`src/rtl/assert_macros.svh`:
```
// Assertion macros shared by the list RTL.
`ifndef ASSERT_MACROS_SVH
`define ASSERT_MACROS_SVH

// Property checked at every clock edge outside reset.
`define BAL_ASSERT(label, prop, msg) \
	label: assert property (@(posedge clk) disable iff (!arst_n) (prop)) else $error(msg);

// Antecedent in one cycle implies consequent in the next.
`define BAL_ASSERT_NEXT(label, ante, cons, msg) \
	label: assert property (@(posedge clk) disable iff (!arst_n) (ante) |=> (cons)) \
		else $error(msg);

`endif

```
`src/rtl/bal_pkg.sv`:
```
// Types and constants of the bounded array list.
package bal_pkg;

	localparam int DEPTH      = 256;
	localparam int DATA_WIDTH = 32;

	localparam int KIND_W   = 4;
	localparam int POS_W    = 8;
	localparam int VALUE_W  = 32;
	localparam int CAP_W    = 9;
	localparam int COUNT_W  = 9;
	localparam int STATUS_W = 2;

	localparam int CNT_IW = $clog2(DEPTH + 1);
	localparam int CW     = (CNT_IW > CAP_W) ? CNT_IW : CAP_W;

	localparam logic [CAP_W-1:0] CAP_RESET = CAP_W'(256);

	localparam int GRP_SZ = 16;
	localparam int NGRP   = (DEPTH + GRP_SZ - 1) / GRP_SZ;

	typedef enum logic [KIND_W-1:0] {
		KIND_GET        = 4'd0,
		KIND_SET        = 4'd1,
		KIND_INSERT     = 4'd2,
		KIND_REMOVE     = 4'd3,
		KIND_APPEND     = 4'd4,
		KIND_PUSH_FRONT = 4'd5,
		KIND_POP_BACK   = 4'd6,
		KIND_TAKE_FRONT = 4'd7,
		KIND_CLEAR      = 4'd8
	} kind_t;

	typedef enum logic [STATUS_W-1:0] {
		ST_OK    = 2'd0,
		ST_RANGE = 2'd1,
		ST_FULL  = 2'd2,
		ST_EMPTY = 2'd3
	} status_t;

	typedef enum logic [1:0] {
		CELL_HOLD = 2'd0,
		CELL_SET  = 2'd1,
		CELL_INS  = 2'd2,
		CELL_DEL  = 2'd3
	} cell_op_t;

	typedef struct packed {
		cell_op_t              op;
		logic [CW-1:0]         pos;
		logic                  rd_en;
		logic [CW-1:0]         rd_pos;
		logic [DATA_WIDTH-1:0] wdata;
	} cell_cmd_t;

	typedef enum logic [3:0] {
		S_IDLE   = 4'b0001,
		S_EXEC   = 4'b0010,
		S_GATHER = 4'b0100,
		S_OUT    = 4'b1000
	} state_t;

endpackage

```
`src/rtl/bal_cell.sv`:
```
// One list entry: holds a word, shifts to or from its neighbors, drives its read tap.
module bal_cell (
	input  logic                           clk,
	input  logic [bal_pkg::CW-1:0]         idx,
	input  bal_pkg::cell_cmd_t             cmd,
	input  logic [bal_pkg::DATA_WIDTH-1:0] below,
	input  logic [bal_pkg::DATA_WIDTH-1:0] above,
	output logic [bal_pkg::DATA_WIDTH-1:0] data,
	output logic [bal_pkg::DATA_WIDTH-1:0] rd
);
	import bal_pkg::*;

	logic [DATA_WIDTH-1:0] data_q;

	always_ff @(posedge clk) begin
		case (cmd.op)
			CELL_SET: begin
				if (idx == cmd.pos) data_q <= cmd.wdata;
			end
			CELL_INS: begin
				if (idx > cmd.pos) data_q <= below;
				else if (idx == cmd.pos) data_q <= cmd.wdata;
			end
			CELL_DEL: begin
				if (idx >= cmd.pos) data_q <= above;
			end
			default: ;
		endcase
	end

	assign data = data_q;
	assign rd   = (cmd.rd_en && idx == cmd.rd_pos) ? data_q : '0;

endmodule

```
`config.mk`:
```
export PLATFORM = sky130hd
export DESIGN_NAME = bal_cell
export DESIGN_NICKNAME = d
export VERILOG_FILES = /design/src/rtl/assert_macros.svh /design/src/rtl/bal_pkg.sv /design/src/rtl/bal_cell.sv
export SDC_FILE = /design/constraint.sdc
export NUM_CORES = 1
export LEC_CHECK = 0
export BUFFER_PORTS_ARGS = -buffer_cell sky130_fd_sc_hd__buf_2
export CORE_ASPECT_RATIO = 0.6
export CORE_MARGIN = 3
export CORE_UTILIZATION = 42
export DETAILED_ROUTE_END_ITERATION = 8
export GPL_TIMING_DRIVEN = 0
export PLACE_DENSITY = 0.87
export SKIP_CTS_REPAIR_TIMING = 1
export SLEW_MARGIN = 20
export SYNTH_ARGS = -nofsm -noshare
export SYNTH_HDL_FRONTEND = slang
export SYNTH_SLANG_ARGS = --single-unit
```
`constraint.sdc`:
```
create_clock -name clk -period 5.2 [get_ports clk]
set_input_delay 1.56 -clock clk [delete_from_list [all_inputs] [get_ports clk]]
set_output_delay 1.56 -clock clk [all_outputs]
set_load 0.1 [all_outputs]
```
==> summary.md <==
| Metric | Value |
|---|---|
| Leading area contributor after synthesis | edfxtp_1 |
| Port-buffer cells | 190 |
| Status | completed |
| Switching Fraction | 47.04% |
| Initial antenna violation count | 0 |
| Placed cells | roughly 530 |
| Remaining Overflow, GRT | 0 |
| Reg power frac | about a third |
| Slew margin rel. | approximately a third |
| Sequential cell area | roughly 960 um^2 |
| Sequential fraction of the synthesis area | 35.61% |
| DR WL/cell | about 15 um |
| RSZ-0062 raised after global routing | no |
| Clock transition at the registers of the reported paths | 80 ps |
| Maximum VDD drop | 0.0001778 V |
| Synthesized cell area | 0.002699 mm^2 |
| CP Capture Type | output pin |
| CP Data Required Time | around 3600 ps |
| Hold path endpoint | data[29] |
| Core area | ~0.006 mm^2 |
| Final period util | 95.16% |
| Comb pwr share | around 48% |
| Final Wtd Congestion | 0.8247 |
| Clock network fraction of total power | 19.9% |
| Fill cells | between 400 and 500 |
| Via density | 4.915 |
| Total of max-cap violations | 0 |
| R2R Setup Slk | 4170 ps |
| Power, Total | 1.183 mW |
| Core Rows | 21 |
| Final nets | between 500 and 600 |
| Via count | 2654 |
| First-pass GRT wire length | roughly 12000 um |
| Max Clock Skew | 0 ps |
| Largest cells by area after synthesis | edfxtp_1, o221ai_2, mux2i_1, and2_1, inv_1 |
| DR iter-0 viols | 117 |
| Initial Utilization | 45.85% |
| Area Growth Syn to Fin | 44.69% |
| R2r endpoint | data[5] |
| Depth of the CTS H-tree | 2 |
| Overall Global Routing Usage | about a fifth |
| CP Class | input pin to output pin |
| Non-filler cells in the finished layout | 540 |
| Leakage power | 1.906 nW |
| CTS tree | built |
| Layout cell share with drive strength beyond 1 | 53.48% |
| 1st-pass router iterations | 4 |
| Final Routed Wirelength | 8242 um |
| Largest net degree at the start of global routing | 18 |
| Setup violators final | 0 |
| Worst slew pin tran | 980.6 ps |
| Max reg flops | 32 |
| Number of antenna repair diodes | 0 |
| Antenna Nets Post-Route | 0 |
| Final Hold Fails | 0 |
| Syn. warnings | 0 |
| Die span in x | 109.5 um |
| DRC Markers | 0 |
| Psw | 0.5564 mW |
| Min-delay src | data[29] |
| Cell-internal power | 0.6264 mW |
| Vias in the first global route | 2436 |
| Final min period | between 4000 and 5000 ps |
| Die area | 0.007455 mm^2 |
| Post-synth top area share | between 30% and 40% |
| PD cells | 302.9 mW/mm^2 |
| Post-synth cell types | 27 |
| Syn nets | 397 |
| WHS Path Cells | 2 |
| CTS max path bufs | 2 |
| TritonCTS Buffers | 5 |
| Data arrival time of the worst path | 3390 ps |
| Post-DP HPWL | about 6700 um |
| Syn avg cell area | 10.34 um^2 |
| RR Startpoint | data[5] |
| #FFs+latches synth | 32 |
| Die height | 68.09 um |
| I/O pin count | 191 |
| Worst skew pair latency | between 200 and 300 ps |
| CTS root buf | clkbuf_8 |
| F_max | approximately 0.2 GHz |
| Max FO, Critical Path | 10 |
| Fin. max-slew vios | 0 |
| Worst Reg-to-Reg Cells | 2 |
| Worst min-delay path class | flip-flop to flip-flop |
| Startpoint types | input pin |
| Gate Count Post-Synth | around 260 |
| TritonCTS Sinks | 32 |
| Area of the multi-input gates | between 0.001 and 0.0015 mm^2 |
-- power by group through the flow --
stage / clock (mW) / combinational, mW / sequential (mW)
final: 0.235 / 0.572 / 0.376
after global routing: 0.256 / 0.602 / 0.383
after CTS: 0.241 / 0.575 / 0.376
after detailed placement: 0 / 0.574 / 0.381
after global placement: 0 / 0.558 / 0.380
after floorplan: 0 / 0.141 / 0.681
-- metrics by stage --
stage,TNS [ps],util [%],hold WS (ps),instance area (um^2),setup slack [ps]
3_5_place_dp,0,64.43,676.3,3792,38.94
4_1_cts,0,66.26,694.4,3900,28.08
2_1_floorplan,0,-,1324,2699,517.7
5_1_grt,0,66.35,741.7,3905,94.95
6_report,0,66.35,696.2,3905,251.9
3_3_place_gp,-11730,63.71,678.6,3750,-368.1
-- worst max path at each step --
stage	depth (start not counted)	end	from	slack [ps]
4_1_cts	7	rd[1]	cmd[37]	30
2_1_floorplan	5	rd[10]	cmd[35]	520
3_5_place_dp	7	rd[1]	cmd[37]	40
5_1_grt	7	rd[27]	cmd[37]	90
3_3_place_gp	7	data[10]	idx[8]	-370
6_report	7	rd[5]	idx[5]	250
-- cell type report --
cell class / instances / share of cell area (%)
Multi-Input combinational cell: 170 / 38.19
Timing Repair Buffer: 191 / 25.06
Sequential cell: 32 / 24.61
Inverter: 41 / 3.941
Buffer: 18 / 2.884
Tap cell: 80 / 2.563
Clock buffer: 6 / 1.858
Clock inverter: 2 / 0.8971
-- worst max-delay path, stage by stage --
cell and delay [ps]:
buf_2 120, xnor2_1 170, nand4_1 140, nor3_2 390, clkbuf_1 370, and2_1 210, buf_2 430
-- cell usage in the layout, fill, tap and decap left out --
cell,instances
a21oi_1,2
nor2_1,2
nand4_1,2
o21ai_0,2
clkinv_2,1
or3b_1,1
buf_2,196
nand2_1,35
buf_16,1
and4_4,2
nor2b_4,1
edfxtp_1,32
a2bb2oi_2,1
bufinv_16,1
and3_4,1
nor3_2,1
buf_6,5
o221ai_1,2
a211oi_1,1
and2_1,33
nor4_1,1
and3b_1,1
clkbuf_8,5
ha_1,9
clkbuf_1,8
mux2i_1,32
inv_1,41
a2111oi_0,1
xnor2_1,9
o221ai_2,30
a31oi_4,1
-- synth_stat cells --
library cell,instances
clkbuf_1,7
nor3_1,1
xnor2_1,9
a31oi_1,1
a2bb2oi_2,1
mux2i_1,32
edfxtp_1,32
nand2_1,35
and3b_1,1
or3b_1,1
and3_4,1
ha_1,9
o21ai_0,2
o221ai_2,30
nor2_1,2
nor4_1,1
buf_2,6
o221ai_1,2
buf_6,5
nor2b_4,1
and4_4,2
nand4_1,2
a21oi_1,2
a211oi_1,1
inv_1,41
a2111oi_0,1
and2_1,33
-- cells by family after synthesis --
group	synth area share, %
and+or+nand+nor	16.09
adders and majority gates	4.173
buffers and inverters	9.875
DFF	35.60
muxes	11.87
AOI/OAI and AO/OA	19.47
xor gates and xnor gates	2.921
-- routing by layer --
layer | vias up | wire (um) | GRT usage, %
met3 | 4 | 845 | 5.938
met2 | 118 | 3931 | 36.93
met5 | - | 0 | 0
li1 | 1321 | - | -
met4 | 0 | 29 | 3.577
met1 | 1211 | 3436 | 26.96
No activity file was read; power rests on OpenSTA's default activity.
